===== config.mk =====
export PLATFORM = sky130hd
export DESIGN_NAME = pbt_div
export DESIGN_NICKNAME = d
export VERILOG_FILES = /design/src/rtl/pbt_pkg.sv /design/src/rtl/pbt_div.sv
export SDC_FILE = /design/constraint.sdc
export NUM_CORES = 1
export LEC_CHECK = 0
export ABC_AREA = 1
export CAP_MARGIN = 20
export CORE_MARGIN = 3
export CORE_UTILIZATION = 55
export CTS_CLUSTER_SIZE = 8
export DETAILED_ROUTE_END_ITERATION = 8
export DONT_BUFFER_PORTS = 1
export GPL_TIMING_DRIVEN = 0
export PLACE_DENSITY = 0.7
export SYNTH_ARGS = -nofsm -noshare
export SYNTH_HDL_FRONTEND = slang
export SYNTH_SLANG_ARGS = --single-unit

===== constraint.sdc =====
create_clock -name clk -period 7.98 [get_ports clk]
set_clock_uncertainty 0.05 [all_clocks]
set_input_delay 1.596 -clock clk [delete_from_list [all_inputs] [get_ports clk]]
set_output_delay 1.596 -clock clk [all_outputs]
set_load 0.1 [all_outputs]

===== src/rtl/pbt_pkg.sv =====
// ----------------------------------------------------------------------------
// pbt_pkg: shared types and constants of the paged block table
// Operation, status and register codes, configuration and entry records, and
// the state types of the controller and of the block index divider.
// ----------------------------------------------------------------------------
package pbt_pkg;

  // Default sizes of the stores.
  localparam int MAX_HEADS_DEF   = 32;
  localparam int BLOCK_SLOTS_DEF = 256;

  // Field widths fixed by the interface.
  localparam int LEN_W  = 24;
  localparam int TPB_W  = 16;
  localparam int BPH_W  = 9;
  localparam int HIU_W  = 6;
  localparam int VLEN_W = 11;
  localparam int FMT_W  = 4;
  localparam int RC_W   = 8;
  localparam int CFG_INDEX_W = 3;
  localparam int CFG_DATA_W  = 16;

  // Longest sequence a head may hold.
  localparam logic [LEN_W-1:0] LEN_MAX = '1;
  // Reference count ceiling.
  localparam logic [RC_W-1:0]  RC_MAX  = '1;

  // Reset values of the configuration registers.
  localparam logic [TPB_W-1:0]  TPB_RESET  = 16'd16;
  localparam logic [BPH_W-1:0]  BPH_RESET  = 9'd256;
  localparam logic [HIU_W-1:0]  HIU_RESET  = 6'd32;
  localparam logic [VLEN_W-1:0] VLEN_RESET = 11'd128;
  localparam logic [FMT_W-1:0]  FMT_RESET  = 4'd0;

  typedef enum logic [2:0] {
    OP_APPEND      = 3'd0,
    OP_SHARE       = 3'd1,
    OP_FREE        = 3'd2,
    OP_READ_ENTRY  = 3'd3,
    OP_READ_LENGTH = 3'd4
  } op_t;

  typedef enum logic [1:0] {
    STAT_OK        = 2'd0,
    STAT_BAD       = 2'd1,
    STAT_NO_BLOCKS = 2'd2,
    STAT_ABSENT    = 2'd3
  } status_t;

  typedef enum logic [CFG_INDEX_W-1:0] {
    CFG_TOKENS_PER_BLOCK = 3'd0,
    CFG_BLOCKS_PER_HEAD  = 3'd1,
    CFG_HEADS_IN_USE     = 3'd2,
    CFG_VECTOR_LENGTH    = 3'd3,
    CFG_KEY_FORMAT       = 3'd4
  } cfg_index_t;

  typedef struct packed {
    logic [TPB_W-1:0]  tokens_per_block;
    logic [BPH_W-1:0]  blocks_per_head;
    logic [HIU_W-1:0]  heads_in_use;
    logic [VLEN_W-1:0] vector_length_expected;
    logic [FMT_W-1:0]  key_format;
  } cfg_t;

  // One word of the entry store.
  typedef struct packed {
    logic [RC_W-1:0]  use_cnt;
    logic             value_valid;
    logic [FMT_W-1:0] fmt;
  } entry_t;

  // One result transaction.
  typedef struct packed {
    logic [1:0]       status;
    logic [7:0]       block_used;
    logic             key_allocated;
    logic             copied_on_write;
    logic             value_allocated;
    logic [RC_W-1:0]  reference_count;
    logic             key_block_present;
    logic             value_block_present;
    logic [FMT_W-1:0] stored_format;
    logic [LEN_W-1:0] sequence_length;
  } res_t;

  typedef enum logic [2:0] {
    S_CLEAR,
    S_IDLE,
    S_HEAD,
    S_DIV,
    S_ENTRY
  } ctrl_state_t;

  typedef enum logic [1:0] {
    DIV_IDLE,
    DIV_CHECK,
    DIV_RUN
  } div_state_t;

endpackage


===== src/rtl/pbt_div.sv =====
// ----------------------------------------------------------------------------
// pbt_div: block index divider
// Checks a head's length against the block limit times the block size and,
// when it is in range, works out length / tokens_per_block one quotient bit
// per cycle by restoring division.
// ----------------------------------------------------------------------------
module pbt_div #(
  parameter int BLOCK_SLOTS = pbt_pkg::BLOCK_SLOTS_DEF,
  localparam int BW = (BLOCK_SLOTS > 1) ? $clog2(BLOCK_SLOTS) : 1
) (
  input  logic                         clk,
  input  logic                         rst_n,
  input  logic                         start,
  input  logic [pbt_pkg::LEN_W-1:0]    length,
  input  logic [pbt_pkg::TPB_W-1:0]    tokens_per_block,
  input  logic [pbt_pkg::BPH_W-1:0]    blocks_per_head,
  output logic                         done,
  output logic                         out_of_blocks,
  output logic [BW-1:0]                quotient
);

  localparam int SW    = (BW > 1) ? $clog2(BW) : 1;
  localparam int DW    = pbt_pkg::TPB_W + BW;
  localparam int LIM_W = $clog2(BLOCK_SLOTS + 1);
  localparam int PW    = LIM_W + pbt_pkg::TPB_W;

  pbt_pkg::div_state_t div_state_r, div_state_nxt;

  logic [pbt_pkg::LEN_W-1:0] rem_r, rem_nxt;
  logic [DW-1:0]             dvs_r, dvs_nxt;
  logic [BW-1:0]             quot_r, quot_nxt;
  logic [SW-1:0]             step_r, step_nxt;
  logic [pbt_pkg::TPB_W-1:0] tpb_r, tpb_nxt;
  logic [PW-1:0]             prod_r, prod_nxt;
  logic                      oob_r, oob_nxt;
  logic                      done_r, done_nxt;

  logic [pbt_pkg::TPB_W-1:0] tpb_eff;
  logic [LIM_W-1:0]          blim;

  // A block size of zero behaves as one; the block limit is capped by the store.
  assign tpb_eff = (tokens_per_block == '0) ? pbt_pkg::TPB_W'(1) : tokens_per_block;
  assign blim    = (32'(blocks_per_head) < BLOCK_SLOTS) ? LIM_W'(blocks_per_head)
                                                        : LIM_W'(BLOCK_SLOTS);

  assign done          = done_r;
  assign out_of_blocks = oob_r;
  assign quotient      = quot_r;

  // Next state and datapath of the divider.
  always_comb begin
    div_state_nxt = div_state_r;
    rem_nxt       = rem_r;
    dvs_nxt       = dvs_r;
    quot_nxt      = quot_r;
    step_nxt      = step_r;
    tpb_nxt       = tpb_r;
    prod_nxt      = prod_r;
    oob_nxt       = oob_r;
    done_nxt      = 1'b0;
    case (div_state_r)
      pbt_pkg::DIV_IDLE: begin
        if (start) begin
          rem_nxt       = length;
          tpb_nxt       = tpb_eff;
          prod_nxt      = PW'(blim) * PW'(tpb_eff);
          quot_nxt      = '0;
          div_state_nxt = pbt_pkg::DIV_CHECK;
        end
      end
      pbt_pkg::DIV_CHECK: begin
        if ((32'(rem_r) >= 32'(prod_r)) || (rem_r == pbt_pkg::LEN_MAX)) begin
          oob_nxt       = 1'b1;
          done_nxt      = 1'b1;
          div_state_nxt = pbt_pkg::DIV_IDLE;
        end else begin
          oob_nxt       = 1'b0;
          dvs_nxt       = DW'(tpb_r) << (BW - 1);
          step_nxt      = SW'(BW - 1);
          div_state_nxt = pbt_pkg::DIV_RUN;
        end
      end
      pbt_pkg::DIV_RUN: begin
        if (32'(rem_r) >= 32'(dvs_r)) begin
          rem_nxt  = rem_r - pbt_pkg::LEN_W'(dvs_r);
          quot_nxt = (quot_r << 1) | BW'(1);
        end else begin
          quot_nxt = quot_r << 1;
        end
        dvs_nxt  = dvs_r >> 1;
        step_nxt = step_r - SW'(1);
        if (step_r == '0) begin
          done_nxt      = 1'b1;
          div_state_nxt = pbt_pkg::DIV_IDLE;
        end
      end
      default: begin
        div_state_nxt = pbt_pkg::DIV_IDLE;
      end
    endcase
  end

  // State register.
  always_ff @(posedge clk) begin
    if (!rst_n) begin
      div_state_r <= pbt_pkg::DIV_IDLE;
      done_r      <= 1'b0;
    end else begin
      div_state_r <= div_state_nxt;
      done_r      <= done_nxt;
    end
  end

  // Datapath registers.
  always_ff @(posedge clk) begin
    rem_r  <= rem_nxt;
    dvs_r  <= dvs_nxt;
    quot_r <= quot_nxt;
    step_r <= step_nxt;
    tpb_r  <= tpb_nxt;
    prod_r <= prod_nxt;
    oob_r  <= oob_nxt;
  end

endmodule


==> flow_summary.toml <==
[worst_setup_path]
slowest_delay_ns = 0.55
cp_cell_sequence = "clkbuf_1, inv_1, nand2_1, inv_1, buf_2, nand2_1, fa_1, inv_1, fa_1, inv_1, fa_1, fa_1, inv_1, ha_1, a21oi_1, nand2_1, a21boi_0, o21ai_0, xor2_1"
slowest_stage = "fa_1"
r2r_cells = 10
worstSetupPathType = "input port to flop"
cp.required_ns = 8.03
r2r_end = "rem_r[15]"
critical_path_arrival_ns = 6.46
crit_buf_inv = 7
crit_top_cell = "inv_1"
worst_r2r_startpoint = "rem_r[0]"
crit_cells = 19
cp-start-kind = "input port"
crit_family = "adder cells"
worstSetupEndpointType = "flop"
critPathLaunch = "blocks_per_head[8]"
worstPathMaxFanout = 10
crit_path_end = "prod_r[12]"
r2r_slack_ns = 4.98

[sta]
setup_violations = 0
finalCritPeriodShare = 0.804
slew_violations = 0
fmax_mhz = 156
fin_tns_setup_ns = 0
rsz0062_at_grt = "false"
tightest_slew_ns = 0.938
slew_headroom = 0.374
layout_min_cycle_time_ns = 6.42
final_hold_viol_count = 0

[die]
chipWidth_um = 148
floorplan.die_area_mm2 = 0.0220
core_area_mm2 = 0.0197
die_h_um = 148
initial_core_util = 0.565
io_pins = 62
num_rows = 51

[place]
dpl.cell_count = 1689
hpwl_mm = 23.8
portBuffers = 0
placed_cell_area_mm2 = 0.0115
gp_congestion = 0.982

[logic_synthesis]
synth_top_cell_area_share = 0.269
yosysSeqAreaShare = 0.275
ys_top_cells_by_area = "edfxtp_1, fa_1, nand2_1"
yosysTopAreaCell = "edfxtp_1"
synth_seq_cells = 103
netlist_instances = 1423
ys_warn_count = 0
synthesis.area_mm2 = 0.0111
syn_nets = 1672
synth.distinct_cells = 38
syn_area_per_cell_um2 = 7.83

[route]
drc = 0
final_antenna_net_count = 0
post_drt_wl_per_cell_um = 16.5
drt_iter0_drc = 501
firstDrtPassIters = 5
via_per_inst = 5.28
wirelength_mm = 28.1
via_count = 9014

[cts]
cts_root_buf = "clkbuf_16"
path_clk_slew_ns = 0.07
numCtsBuffers = 9
cts_tree = "built"
cts_sinks = 103
post_cts_resized = 0
htree_num_levels = 3
clock_latency_ns = 0.36
clockBufferDepth = 2
cts_hold_buf = 0
cts_setup_buffers = 0

[finish]
final_area_mm2 = 0.0118
drive_above_1_share = 0.0382
fin_cells = 1706
fin_nets = 1685
antenna_cells = 0
area_delta_synth_final_pct = 5.89

[power_and_ir_drop]
p_per_area_mw_per_mm2 = 214
leakage_nw = 6.23
ir_worst_vdd_mv = 0.112

[outcome]
status = "finished, final reports clean"

[worst_hold_path]
hold_start = "div_state_r[1]"
min_path_type = "flop to flop"

[grt]
grt_usage = 0.265
grt_max_degree = 43
grt_pass1_wl_mm = 45.8
grt_antenna_before_repair = 0
grt_pass1_vias = 9155
grt_overflow = 0

[run]
drv_cap = 0
-- layout make-up --
cell class | count | area, µm²
fill | 1831 | 7910
multi-input combinational | 945 | 6680
sequential | 103 | 3060
inverter | 328 | 1230
tap | 265 | 332
clock buffer | 10 | 229
buffer | 47 | 190
clock inverter | 6 | 50.0
timing repair buffer | 2 | 32.5
-- worst min-delay path: cells and delay by family (launching register included) --
kind	cells	cell delay, ns
AO/OA/AOI/OAI	1	0.05
flip-flops	1	0.33
AND/OR/NAND/NOR	1	0.06
-- how the worst min path moves through the flow --
| stage | end | slack [ns] | depth (start not counted) |
|---|---|---|---|
| floorplan | div_state_r[0] | 0.40 | 2 |
| global placement | div_state_r[0] | 0.42 | 2 |
| detailed placement | div_state_r[1] | 0.43 | 2 |
| CTS | div_state_r[1] | 0.44 | 2 |
| global route | div_state_r[1] | 0.47 | 2 |
| finish | div_state_r[1] | 0.43 | 2 |
-- cell families after synthesis --
family | count (synthesis) | synth area share
buffers and inverters | 375 | 0.128
xor gates and xnor gates | 27 | 0.0212
adders and majority gates | 197 | 0.288
DFF | 103 | 0.275
and+or+nand+nor | 584 | 0.217
AOI/OAI and AO/OA | 137 | 0.0711
-- layer usage --
layer	GRT usage	wire length [µm]	vias up
met3	0.0262	1370	58
met1	0.337	11800	4278
li1	-	-	4418
met2	0.461	13700	260
met5	0	0	-
met4	0.117	1290	0
-- placed cells by master (no fill, tap or decap), types with 2 or more instances in the layout --
| cell type | Yosys | final |
|---|---|---|
| a21oi_1 | 57 | 57 |
| a31oi_1 | 5 | 5 |
| clkbuf_16 | 0 | 9 |
| a21boi_0 | 3 | 2 |
| xor2_1 | 15 | 15 |
| or2_1 | 2 | 2 |
| edfxtp_1 | 100 | 100 |
| a21oi_2 | 4 | 4 |
| nand3_1 | 42 | 42 |
| nand2_1 | 338 | 338 |
| o21ai_2 | 4 | 4 |
| inv_6 | 0 | 3 |
| nor2_2 | 3 | 4 |
| nand4_1 | 32 | 32 |
| inv_2 | 1 | 2 |
| dfxtp_1 | 3 | 3 |
| nor4_1 | 5 | 5 |
| nand2_2 | 5 | 5 |
| clkbuf_1 | 36 | 37 |
| nand3b_1 | 3 | 3 |
| and2_1 | 2 | 2 |
| a21o_1 | 7 | 7 |
| o21ai_1 | 7 | 7 |
| inv_1 | 327 | 326 |
| o21bai_1 | 6 | 6 |
| o21ai_0 | 40 | 40 |
| nor3_1 | 11 | 11 |
| or2_2 | 2 | 2 |
| a21boi_4 | 1 | 2 |
| nor2_1 | 136 | 135 |
| ha_1 | 97 | 97 |
| fa_1 | 100 | 100 |
| xnor2_1 | 12 | 12 |
| buf_2 | 11 | 12 |
-- flip-flops by register name, summed over array words and instances, names as in the netlist --
signal and flops:
done 1, dvs_r 23, out_of_blocks 1, step_r 3
quotient 8, rem_r 24, prod_r 25, tpb_r 16
div_state_r 2
-- through the flow --
step                      setup slack (ns)  utilization  total power [mW]  hold slack, ns
after global routing                  1.20        0.599              2.75           0.467
after floorplan                       1.94            -              1.78           0.403
final                                 1.56        0.599              2.53           0.432
after CTS                             1.58        0.598              2.54           0.436
after detailed placement              1.21        0.584              2.11           0.425
after global placement                1.23        0.582              2.08           0.421
-- Yosys cell counts (all sizes together) --
cell type,number
nor4,5
xnor2,12
a21oi,61
or2,4
dfxtp,3
and2,2
o211ai,1
nor3,12
edfxtp,100
ha,97
o21bai,6
o21a,1
fa,100
a21boi,4
buf,11
a31oi,5
nor2,140
a21o,7
clkbuf,36
xor2,15
o21ai,52
inv,328
nand3,42
nand3b,3
and3,1
nand4,32
nand2,343
-- where the power goes --
group	switching (mW)	internal (mW)	leakage, nW
Clock	0.213	0.217	0.136
Combinational	0.829	0.460	5.11
Sequential	0.0785	0.732	0.977
No activity file was read; power rests on OpenSTA's default activity.
