--- config.mk ---
export PLATFORM = sky130hd
export DESIGN_NAME = pbt_cfg
export DESIGN_NICKNAME = d
export VERILOG_FILES = /design/src/rtl/pbt_pkg.sv /design/src/rtl/pbt_cfg.sv
export SDC_FILE = /design/constraint.sdc
export NUM_CORES = 1
export LEC_CHECK = 0
export ABC_AREA = 1
export ABC_CLOCK_PERIOD_IN_PS = 900
export BUFFER_PORTS_ARGS = -buffer_cell sky130_fd_sc_hd__buf_2
export CAP_MARGIN = 20
export CORE_MARGIN = 2
export CORE_UTILIZATION = 44
export DETAILED_ROUTE_END_ITERATION = 10
export PLACE_DENSITY_LB_ADDON = 0.15
export SYNTH_ARGS = -nofsm -noshare
export SYNTH_HDL_FRONTEND = slang
export SYNTH_SLANG_ARGS = --single-unit
--- constraint.sdc ---
create_clock -name clk -period 0.9 [get_ports clk]
set_clock_uncertainty 0.15 [all_clocks]
set_input_delay 0.045 -clock clk [delete_from_list [all_inputs] [get_ports clk]]
set_output_delay 0.045 -clock clk [all_outputs]
set_load 0.01 [all_outputs]
--- src/rtl/pbt_pkg.sv ---
// ----------------------------------------------------------------------------
// pbt_pkg: shared types and constants of the paged block table
// Operation, status and register codes, configuration and entry records, and
// the state types of the controller and of the block index divider.
// ----------------------------------------------------------------------------
package pbt_pkg;

  // Default sizes of the stores.
  localparam int MAX_HEADS_DEF   = 32;
  localparam int BLOCK_SLOTS_DEF = 256;

  // Field widths fixed by the interface.
  localparam int LEN_W  = 24;
  localparam int TPB_W  = 16;
  localparam int BPH_W  = 9;
  localparam int HIU_W  = 6;
  localparam int VLEN_W = 11;
  localparam int FMT_W  = 4;
  localparam int RC_W   = 8;
  localparam int CFG_INDEX_W = 3;
  localparam int CFG_DATA_W  = 16;

  // Longest sequence a head may hold.
  localparam logic [LEN_W-1:0] LEN_MAX = '1;
  // Reference count ceiling.
  localparam logic [RC_W-1:0]  RC_MAX  = '1;

  // Reset values of the configuration registers.
  localparam logic [TPB_W-1:0]  TPB_RESET  = 16'd16;
  localparam logic [BPH_W-1:0]  BPH_RESET  = 9'd256;
  localparam logic [HIU_W-1:0]  HIU_RESET  = 6'd32;
  localparam logic [VLEN_W-1:0] VLEN_RESET = 11'd128;
  localparam logic [FMT_W-1:0]  FMT_RESET  = 4'd0;

  typedef enum logic [2:0] {
    OP_APPEND      = 3'd0,
    OP_SHARE       = 3'd1,
    OP_FREE        = 3'd2,
    OP_READ_ENTRY  = 3'd3,
    OP_READ_LENGTH = 3'd4
  } op_t;

  typedef enum logic [1:0] {
    STAT_OK        = 2'd0,
    STAT_BAD       = 2'd1,
    STAT_NO_BLOCKS = 2'd2,
    STAT_ABSENT    = 2'd3
  } status_t;

  typedef enum logic [CFG_INDEX_W-1:0] {
    CFG_TOKENS_PER_BLOCK = 3'd0,
    CFG_BLOCKS_PER_HEAD  = 3'd1,
    CFG_HEADS_IN_USE     = 3'd2,
    CFG_VECTOR_LENGTH    = 3'd3,
    CFG_KEY_FORMAT       = 3'd4
  } cfg_index_t;

  typedef struct packed {
    logic [TPB_W-1:0]  tokens_per_block;
    logic [BPH_W-1:0]  blocks_per_head;
    logic [HIU_W-1:0]  heads_in_use;
    logic [VLEN_W-1:0] vector_length_expected;
    logic [FMT_W-1:0]  key_format;
  } cfg_t;

  // One word of the entry store.
  typedef struct packed {
    logic [RC_W-1:0]  use_cnt;
    logic             value_valid;
    logic [FMT_W-1:0] fmt;
  } entry_t;

  // One result transaction.
  typedef struct packed {
    logic [1:0]       status;
    logic [7:0]       block_used;
    logic             key_allocated;
    logic             copied_on_write;
    logic             value_allocated;
    logic [RC_W-1:0]  reference_count;
    logic             key_block_present;
    logic             value_block_present;
    logic [FMT_W-1:0] stored_format;
    logic [LEN_W-1:0] sequence_length;
  } res_t;

  typedef enum logic [2:0] {
    S_CLEAR,
    S_IDLE,
    S_HEAD,
    S_DIV,
    S_ENTRY
  } ctrl_state_t;

  typedef enum logic [1:0] {
    DIV_IDLE,
    DIV_CHECK,
    DIV_RUN
  } div_state_t;

endpackage

--- src/rtl/pbt_cfg.sv ---
// ----------------------------------------------------------------------------
// pbt_cfg: configuration register file
// Holds the five configuration registers and takes one write transaction per
// cycle; writes to indices beyond the list are dropped.
// ----------------------------------------------------------------------------
module pbt_cfg (
  input  logic                             clk,
  input  logic                             rst_n,
  input  logic                             cfg_valid,
  output logic                             cfg_ready,
  input  logic [pbt_pkg::CFG_INDEX_W-1:0]  cfg_index,
  input  logic [pbt_pkg::CFG_DATA_W-1:0]   cfg_data,
  output pbt_pkg::cfg_t                    cfg
);

  pbt_pkg::cfg_t cfg_r;
  pbt_pkg::cfg_t cfg_nxt;

  assign cfg_ready = 1'b1;
  assign cfg       = cfg_r;

  // Decode the register index of a write transaction.
  always_comb begin
    cfg_nxt = cfg_r;
    if (cfg_valid) begin
      case (cfg_index)
        pbt_pkg::CFG_TOKENS_PER_BLOCK: begin
          cfg_nxt.tokens_per_block = cfg_data[pbt_pkg::TPB_W-1:0];
        end
        pbt_pkg::CFG_BLOCKS_PER_HEAD: begin
          cfg_nxt.blocks_per_head = cfg_data[pbt_pkg::BPH_W-1:0];
        end
        pbt_pkg::CFG_HEADS_IN_USE: begin
          cfg_nxt.heads_in_use = cfg_data[pbt_pkg::HIU_W-1:0];
        end
        pbt_pkg::CFG_VECTOR_LENGTH: begin
          cfg_nxt.vector_length_expected = cfg_data[pbt_pkg::VLEN_W-1:0];
        end
        pbt_pkg::CFG_KEY_FORMAT: begin
          cfg_nxt.key_format = cfg_data[pbt_pkg::FMT_W-1:0];
        end
        default: begin
          cfg_nxt = cfg_r;
        end
      endcase
    end
  end

  // Register file with its reset values.
  always_ff @(posedge clk) begin
    if (!rst_n) begin
      cfg_r.tokens_per_block       <= pbt_pkg::TPB_RESET;
      cfg_r.blocks_per_head        <= pbt_pkg::BPH_RESET;
      cfg_r.heads_in_use           <= pbt_pkg::HIU_RESET;
      cfg_r.vector_length_expected <= pbt_pkg::VLEN_RESET;
      cfg_r.key_format             <= pbt_pkg::FMT_RESET;
    end else begin
      cfg_r <= cfg_nxt;
    end
  end

endmodule

==> reports/summary.txt, run 1 <==
status: complete, but fails checks
failing checks: negative hold slack, negative setup slack
top cells by count, synth: 84 x nor2_1, 58 x nand2_1, 46 x dfxtp_1, 46 x nand3_1, 20 x inv_1
Worst path slowest cell: dfxtp_2
Worst Path Max Fanout: 2
R2R depth: 3
largest cells by area after synthesis: dfxtp_1 49%, nor2_1 17%, nand3_1 12%
sequential fraction of the synthesis area: 48.5%
Final Util: 72.2%
max frequency: 1050 MHz
hold path endpoint: cfg[13]
RR Endpoint: cfg[38]
Async S/R FF share, synth: 0%
post-route total power: 4.37 mW
WHS: -57.5 ps
max reg flops: 46
share of layout cells above drive strength 1: 39.8%
Core ar.: 4090 um2
final setup fails: 46
number of CTS-inserted buffers: 5
fin nets: 385
Via density: 4.80
register bit count reported by yosys: 46
most common cell in the synthesized netlist: nor2_1
placed standard-cell area: 2380 um2
count of flip-flops with a built-in enable after synthesis: 0
Worst Hold Depth: 5
htree depth: 2
GPL Wtd Cong: 0.831
Top delay family on crit path: flip-flops
cells after synthesis: 280
fin crit share: 106%
Pwr per Cell Area: 1480 nW/um2
DR WL/cell: 12.9 um
Cell variety after synth: 16
Hold WC Path Type: primary input to register
r2r setup slk: 60 ps
DRT Wirelength: 5350 um
grt ovf: 0
post-DP HPWL: 3270 um
Diodes inserted: 0
TritonCTS clock tree: built
Worst Path Required: 700 ps
Die Y-Extent: 69.7 um
CTS root buffer: clkbuf_8
Synth Warn #: 0
post-route cell area: 2950 um2
leakage: 1.39 nW
Post-DRT Antenna Nets: 0
worst vdd ir: 996 uV
syn_nets: 302
P&R area growth vs syn: 55.5%
Syn Area/Cell: 6.78 um2
1st-pass router iterations: 4
max cap viols: 0
setup ws final: -50.1 ps
Crit. End Element: primary output
Reg clk slew, reported paths: 90 ps
area leader, netlist: dfxtp_1
row count: 23
max-slew violations: 0
Global Route Usage Sum: 22.6%
Synth top area share: 48.5%
count of final hold-check violations: 12
first-pass GRT wire length: 8700 um
die width: 69.7 um
unrepaired setup endpoints after global routing: yes
worst r2r src: cfg[38]
I/O Buffers: 67
Final min period: 950 ps
vias in the first global route: 1808
WS Path Type: register to primary output
post-synthesis cell area: 1900 um2
clk_lat worst skew: 300 ps
critical path arrival: 760 ps
final routed DRC violation total: 0
CP Launch Type: register
total number of vias: 1986
DIE AREA: 4860 um2
IO Count: 69
Starting Density: 46.4%
Primary FF master, synth: dfxtp_1
Min-Delay Startpoint: cfg_data[9]
pin count of the biggest net entering global routing: 27
clock sinks: 46
WP buf/inv: 1
max incr delay on CP: 350 ps
initial antenna violation count: 0
Initial DRC Count: 163
CP Cell Sequence: buf_6
CTS max path bufs: 2
-- stage by stage --
stage,hold WS (ps),cells,setup WS [ps],TNS (ps)
3_5_place_dp,122,397,-235,-7110
6_report,-57.5,414,-50.1,-1620
3_3_place_gp,119,397,-206,-6320
2_1_floorplan,8.22,280,15.5,0
4_1_cts,-169,414,-54.6,-1890
5_1_grt,-25.3,414,-79.5,-2900
-- worst min-delay path: cells and delay by family --
kind | cells | cell delay, ps
buffers and inverters | 2 | 130
and+or+nand+nor | 3 | 190
-- logic make-up after synthesis --
kind of cell	Yosys count	share of synthesized area [%]
buffers and inverters	36	8.17
DFF	46	48.5
and+or+nand+nor	192	41.8
other	1	0.198
AOI/OAI and AO/OA	5	1.32
-- final cells by class --
class | instances | area (um2)
Fill cell | 344 | 1130
Sequential cell | 46 | 978
Timing Repair Buffer | 90 | 880
Multi-Input combinational cell | 198 | 838
Inverter | 22 | 86.3
Clock buffer | 7 | 76.3
Tap cell | 50 | 62.6
Clock inverter | 1 | 30.0
-- report_power, final --
| part | internal (mW) | total (mW) | switching [mW] |
|---|---|---|---|
| Combinational | 0.332 | 0.688 | 0.355 |
| Clock | 0.832 | 1.51 | 0.683 |
| Sequential | 2.12 | 2.17 | 0.0503 |
-- placed cells by master (no fill, tap or decap), drive strengths merged --
| master | count |
|---|---|
| buf | 81 |
| conb | 1 |
| nor2 | 88 |
| inv | 21 |
| bufinv | 1 |
| dlygate4sd3 | 9 |
| a21oi | 4 |
| nand3 | 46 |
| clkinvlp | 1 |
| dfxtp | 46 |
| o21ai | 1 |
| nand2 | 58 |
| clkbuf | 7 |
-- layer usage --
| metal | GRT usage (%) | vias to the layer above | share of wire [%] |
|---|---|---|---|
| met5 | 0 | - | 0 |
| met4 | 6.20 | 0 | 0.97 |
| met3 | 5.67 | 8 | 6.3 |
| met2 | 37.3 | 58 | 49 |
| met1 | 29.4 | 894 | 44 |
| li1 | - | 1026 | - |
-- timing repair --
action	4_1_cts	5_1_grt
gates resized for setup	92	7
endpoints found under the hold margin	21	7
setup buffers	1	2
setup endpoints to repair	46	62
pin swaps	0	3
hold buffers	8	3
-- worst max-delay path by stage --
stage	startpoint	end	cells past startpoint
after detailed placement	cfg_index[2]	cfg[18]	6
after global routing	cfg[22]	cfg[22]	1
after CTS	cfg[34]	cfg[34]	1
final	cfg[40]	cfg[40]	1
after floorplan	cfg_index[2]	cfg[30]	6
after global placement	cfg_index[2]	cfg[17]	6
Note: power is estimated with default switching activity, not from simulation.
==> inputs of run 2 (changes only) <==
--- a/config.mk
+++ b/config.mk
@@ -9,6 +9,7 @@
 export ABC_CLOCK_PERIOD_IN_PS = 900
 export BUFFER_PORTS_ARGS = -buffer_cell sky130_fd_sc_hd__buf_2
 export CAP_MARGIN = 20
+export CORE_ASPECT_RATIO = 1.2
 export CORE_MARGIN = 2
 export CORE_UTILIZATION = 44
 export DETAILED_ROUTE_END_ITERATION = 10
==> reports/summary.txt, run 2 (synthesis gave the netlist of run 1 again) <==
max incr delay on CP: 350 ps (about the same)
critical path startpoint: cfg[28]
share of layout cells above drive strength 1: 39.6% (-0.22 points)
number of CTS-inserted buffers: 5 (unchanged)
setup ws final: -45.1 ps (+4.99 ps)
fin crit share: 105% (-0.55 points)
Switching Share: 24.3% (-0.59 points)
Layout fillers: 340 (-1.2%)
I/O Buffers: 67 (unchanged)
r2r setup slk: 50 ps (about the same)
die width: 64.0 um (-8.2%)
Min-Delay Startpoint: cfg_data[7]
TritonCTS clock tree: built
clock sinks: 46 (unchanged)
placed standard-cell area: 2360 um2 (-0.74%)
Diodes inserted: 0 (unchanged)
CTS root buffer: clkbuf_8
CP Launch Type: register
clk_lat worst skew: 290 ps (about the same)
Crit. End Element: primary output
fin nets: 382 (-0.78%)
Via density: 4.70 (-2.0%)
Reg clk slew, reported paths: 80 ps (about the same)
final routed DRC violation total: 0 (unchanged)
Worst Path Required: 700 ps (about the same)
P&R area growth vs syn: 55.4% (about the same)
initial antenna violation count: 0 (unchanged)
Int Power: 3.28 mW (about the same)
worst vdd ir: 1130 uV (+13%)
first-pass GRT wire length: 8450 um (-2.9%)
Final Util: 70.3% (-2.0 points)
row count: 26 (+13%)
Pwr per Cell Area: 1470 nW/um2 (-0.71%)
CTS max path bufs: 2 (unchanged)
Finished Layout Cells: 417 (+0.72%)
count of final hold-check violations: 10 (-2)
max frequency: 1060 MHz (+0.53%)
worst r2r src: cfg[28]
Top delay family on crit path: flip-flops
unrepaired setup endpoints after global routing: yes
DRT Wirelength: 4990 um (-6.7%)
Net Sw Power: 1.05 mW (-3.2%)
GPL Wtd Cong: 0.791 (-4.9%)
Flop pwr share: 50.0% (+0.4 points)
Hold WC Path Type: primary input to register
grt ovf: 0 (unchanged)
Comb power frac: 15.6% (about the same)
pin count of the biggest net entering global routing: 27 (unchanged)
max reg flops: 46 (unchanged)
failing checks: negative hold slack, negative setup slack
Initial DRC Count: 71 (-56%)
critical path arrival: 750 ps (about the same)
Worst path slowest cell: dfxtp_2
placed cells: 398 (+0.25%)
IO Count: 69 (unchanged)
Starting Density: 45.2% (-1.2 points)
DIE AREA: 4860 um2 (about the same)
post-route cell area: 2950 um2 (about the same)
WHS: -130 ps (-72.1 ps)
status: complete, but fails checks
Final min period: 945 ps (-4.99 ps)
CP Cell Sequence: buf_6
post-DP HPWL: 3230 um (-1.4%)
Global Route Usage Sum: 22.0% (-0.55 points)
max cap viols: 0 (unchanged)
WS Path Type: register to primary output
commonest cells after routing, fill and taps aside: 82 x nor2_1, 57 x nand2_1, 46 x nand3_1, 46 x dfxtp_2, 46 x buf_6
1st-pass router iterations: 4 (unchanged)
leakage: 1.39 nW (-0.65%)
max-slew violations: 0 (unchanged)
final setup fails: 46 (unchanged)
Core ar.: 4200 um2 (+2.7%)
htree depth: 2 (unchanged)
Post-DRT Antenna Nets: 0 (unchanged)
pre-CTS WS: -228 ps (+6.44 ps)
Die Y-Extent: 75.9 um (+9.0%)
WP buf/inv: 1 (unchanged)
Worst Path Max Fanout: 2 (unchanged)
DR WL/cell: 12.0 um (-7.3%)
clock network fraction of total power: 34.4% (-0.2 points)
vias in the first global route: 1925 (+6.5%)
total number of vias: 1960 (-1.3%)
leading cell type in the layout, fill and taps excluded: nor2_1
## run 2: repair_timing
action / in CTS / in global routing
hold endpoints to repair: 22 / 4
gates cloned: 0 / 0
hold buffers: 10 / 2
setup buffers: 4 / 1
gates resized for setup: 92 / 10
endpoints found under the setup margin: 46 / 68
pin swaps: 0 / 3
## run 2: per-layer routing
| metal | GRT usage (%) | routed length [um] | up-vias |
|---|---|---|---|
| li1 | - | - | 1018 |
| met1 | 24.8 | 2050 | 870 |
| met2 | 38.3 | 2520 | 59 |
| met3 | 5.34 | 274 | 13 |
| met4 | 10.2 | 140 | 0 |
| met5 | 0 | 0 | - |
## run 2: final timing paths
| check | end | depth (start not counted) |
|---|---|---|
| max | cfg[28] | 1 |
| min | cfg[11] | 3 |
| max reg2reg | cfg[28] | 3 |
| min reg2reg | cfg[34] | 2 |
## run 2: metrics by stage
step	hold WS [ps]	setup TNS [ps]	power, mW
floorplan	8.22	0	2.50
global placement	116	-6700	2.73
detailed placement	115	-7290	2.74
CTS	-192	-1980	4.37
global route	-128	-2880	4.55
finish	-130	-1430	4.34
## run 2: cell type report
cell class / instances / area (um2) / share of cell area (%)
clock inverters: 1 / 30.0 / 1.02
flip-flops and latches: 46 / 978 / 33.2
clock buffers: 7 / 76.3 / 2.59
multi-input cells: 198 / 835 / 28.3
well taps: 56 / 70.1 / 2.38
repair buffers: 87 / 873 / 29.6
inverters: 22 / 86.3 / 2.93
## run 2: power groups by stage
stage	clock, mW	sequential [mW]	combinational, mW
2_1_floorplan	0	2.22	0.282
3_3_place_gp	0	2.19	0.544
3_5_place_dp	0	2.19	0.551
4_1_cts	1.53	2.17	0.671
5_1_grt	1.62	2.18	0.750
6_report	1.49	2.17	0.677
